`src/rtl/ssm_ram.sv`:
```
// ---------------------------------------------------------------------------
// ssm_ram
// Generic single-port RAM with registered read.
// ---------------------------------------------------------------------------
module ssm_ram #(
  parameter int Width = 8,
  parameter int Depth = 16
) (
  input  logic                     clk,
  input  logic                     we,
  input  logic [$clog2(Depth)-1:0] addr,
  input  logic [Width-1:0]         wdata,
  output logic [Width-1:0]         rdata
);
  logic [Width-1:0] mem [Depth];

  always_ff @(posedge clk) begin
    if (we) begin
      mem[addr] <= wdata;
    end
    rdata <= mem[addr];
  end
endmodule

```
`config.mk`:
```
export PLATFORM = sky130hd
export DESIGN_NAME = ssm_ram
export DESIGN_NICKNAME = d
export VERILOG_FILES = /design/src/rtl/ssm_ram.sv
export SDC_FILE = /design/constraint.sdc
export NUM_CORES = 1
export LEC_CHECK = 0
export BUFFER_PORTS_ARGS = -buffer_cell sky130_fd_sc_hd__buf_4
export CELL_PAD_IN_SITES_DETAIL_PLACEMENT = 1
export CELL_PAD_IN_SITES_GLOBAL_PLACEMENT = 2
export CORE_AREA = 8 8 109 111
export DETAILED_ROUTE_END_ITERATION = 7
export DIE_AREA = 0 0 117 119
export GPL_TIMING_DRIVEN = 0
export HOLD_SLACK_MARGIN = 0.06
export PLACE_DENSITY = 0.87
export SYNTH_ARGS = -nofsm -noshare
export SYNTH_HDL_FRONTEND = slang
export SYNTH_SLANG_ARGS = --single-unit
```
`constraint.sdc`:
```
create_clock -name clk -period 3.2 [get_ports clk]
set_input_delay 0.32 -clock clk [delete_from_list [all_inputs] [get_ports clk]]
set_output_delay 0.32 -clock clk [all_outputs]
set_load 0.005 [all_outputs]
```
==> results.ini <==
[run_status]
run_status = finished clean

[grt]
grt_pass1_vias = 2643
grt.overflow.total = 0
grt_max_degree = 17
antenna_found_initial = 0
grt_pass1_wl_um = 16500
grt_use_total = 0.174

[pwr]
ir_drop_mv = 0.370
p_leak_nw = 1.94
power_w = 0.00415
p_per_area_mw_per_mm2 = 695

[logic_synthesis]
ys_dominant_reg_cell = edfxtp_1
synth_top_family_by_area = multiplexers
ys_seq_elements = 136
synth_edf_count = 128
synth_fp_nets = 244
synth_top_area_frac = 0.759
syn_inst = 230
synth_top_cell_by_area = edfxtp_1
avgSynthCellArea_um2 = 22.0
postSynth.asyncResetShare = 0
synth_seq_area_share = 0.790
yosysWarnings = 0
syn_area_mm2 = 0.00507
synth.area.mux_share = 0.142
yosys.area_share.simple = 0.0321
synthDistinctLibCells = 18
synthXorXnorAreaFrac = 0
synth_compound_area_frac = 0.0237
synth_fa_ha_area_frac = 0
synth_area_leaders = edfxtp_1 (76%), mux4_2 (14%), dfxtp_1 (3.2%), a22oi_1 (2.4%), nor2_1 (0.96%)

[layout]
final_core_util = 0.592
diodes = 0
final_net_count = 282
drive_gt1_frac = 0.317
final_cell_mix = edfxtp_1 (128), mux4_2 (32), buf_4 (19), a22oi_1 (16), clkbuf_16 (16)
layout_commonest_cell = edfxtp_1
nFillCells = 894
syn2layout_area_growth_pct = 18.0

[route]
firstDrtPassIters = 5
wl_per_cell_um = 26.4
drt_wl_total_um = 11000
vias_per_cell = 5.82
vias = 2425
drt_iter0_markers = 171
remaining_drc_errors = 0
ant_nets = 0

[floorplan]
initial_core_util = 0.502
num_rows = 37
die_area_mm2 = 0.0139
io_pins = 22
die_w_um = 117
coreArea_mm2 = 0.0101
die_height_um = 119

[critical_path]
cp.arrival_ns = 2.07
crit_type = input pin to register
end_kind = register
reg2reg_slack_ns = 1.78
critPathLaunchType = input pin
cp_data_required_time_ns = 3.36
reg2reg_from = mem[14][4]$_DFFE_PP_
rr_worst_depth = 3
crit_fanout = 10
r2r_end = rdata[4]$_DFF_P_

[sta]
final_max_slew_viol_count = 0
finalSetupViolations = 0
setup-tns-final_ns = 0
hold_viol_final = 0
period_share = 0.596
tightestPinTransition_ns = 1.35
holdWs_ns = 0.125
max_freq_mhz = 525
fin_skew_ns = 0.00784
max_slew_margin = 0.0907
grt_setup_unrepaired = false
finalCriticalPeriod_ns = 1.91

[worst_hold_path]
hold_path.startpoint = wdata[7]
hold_path_class = input pin to register
holdPathEnd = mem[8][7]$_DFFE_PP_
whs_path_depth = 1

[clock_tree]
cts_sinks = 136
cts_buffers = 17
cts_setup_buffers = 0
clock-root-buffer = clkbuf_8
tritoncts = built
clk_latency_ns = 0.53
cts_max_path_buffers = 2
cts.clk_slew.worst_paths_ns = 0.06
h-tree-depth = 4
cts_resized = 0
hold_buffers = 0

[placement]
gp_congestion = 0.731
numPortBuffers = 19
dp_hpwl_um = 6720

[flow_run]
drv_cap = 0

[how the worst max path moves through the flow]
stage | startpoint | end | cells after the start | slack, ns
final | addr[1] | mem[2][0]$_DFFE_PP_ | 4 | 1.29
after CTS | addr[1] | mem[3][0]$_DFFE_PP_ | 4 | 1.32
after global routing | addr[1] | mem[3][0]$_DFFE_PP_ | 4 | 1.21
after detailed placement | addr[1] | mem[8][5]$_DFFE_PP_ | 3 | 0.79
after global placement | addr[2] | mem[0][0]$_DFFE_PP_ | 3 | 0.82
after floorplan | addr[2] | mem[0][0]$_DFFE_PP_ | 2 | 1.39
[synth_stat cells (4+ instances only)]
| cell | n |
|---|---|
| a22oi_1 | 16 |
| buf_1 | 4 |
| dfxtp_1 | 8 |
| edfxtp_1 | 128 |
| mux4_2 | 32 |
| nand2_1 | 9 |
| nor2_1 | 13 |
| nor3_1 | 4 |
[metal layers]
layer / global-route usage / wire (µm) / part of all wire
met1: 0.227 / 4630 / 0.42
met2: 0.262 / 5370 / 0.49
met3: 0.0536 / 750 / 0.068
met4: 0.0817 / 268 / 0.024
met5: 0 / 0 / 0
[worst max-delay path: stages]
cell	delay (ns)
buf_2	0.28
buf_1	0.47
nand2b_1	0.29
nor2_1	0.70
[where the power goes]
| group | internal, W | leakage, nW | total [W] | switching (W) |
|---|---|---|---|---|
| registers | 0.00199 | 1.22 | 0.00200 | 0.0000118 |
| logic | 0.0000854 | 0.433 | 0.000200 | 0.000115 |
| clock network | 0.00119 | 0.278 | 0.00195 | 0.000756 |
| total | 0.00327 | 1.94 | 0.00415 | 0.000883 |
[layout make-up]
cell class                      instances  area (µm²)  share of cell area
Buffer                                 11        60.1              0.0100
Clock buffer                           18         418              0.0699
Clock inverter                         14         174              0.0291
Multi-Input combinational cell         83        1010               0.169
Sequential cell                       136        4000               0.670
Tap cell                              136         170              0.0285
Timing Repair Buffer                   19         143              0.0239
[flip-flops by register name, indices dropped and copies added, names as in the netlist]
name / count
rdata: 8
mem: 128
[kinds of logic after synthesis]
logic type,count (synthesis)
AND/OR/NAND/NOR,35
flip-flops,136
AO/OA/AOI/OAI,16
buffers and inverters,11
multiplexers,32
[metrics by stage]
step / worst slack, ns / cells / cell area (µm²)
after floorplan: 1.39 / 230 / 5070
after global placement: 0.818 / 385 / 5380
after detailed placement: 0.786 / 385 / 5380
after CTS: 1.32 / 417 / 5970
after global routing: 1.21 / 417 / 5980
final: 1.29 / 417 / 5980
Power figures use the tool's default switching activity.
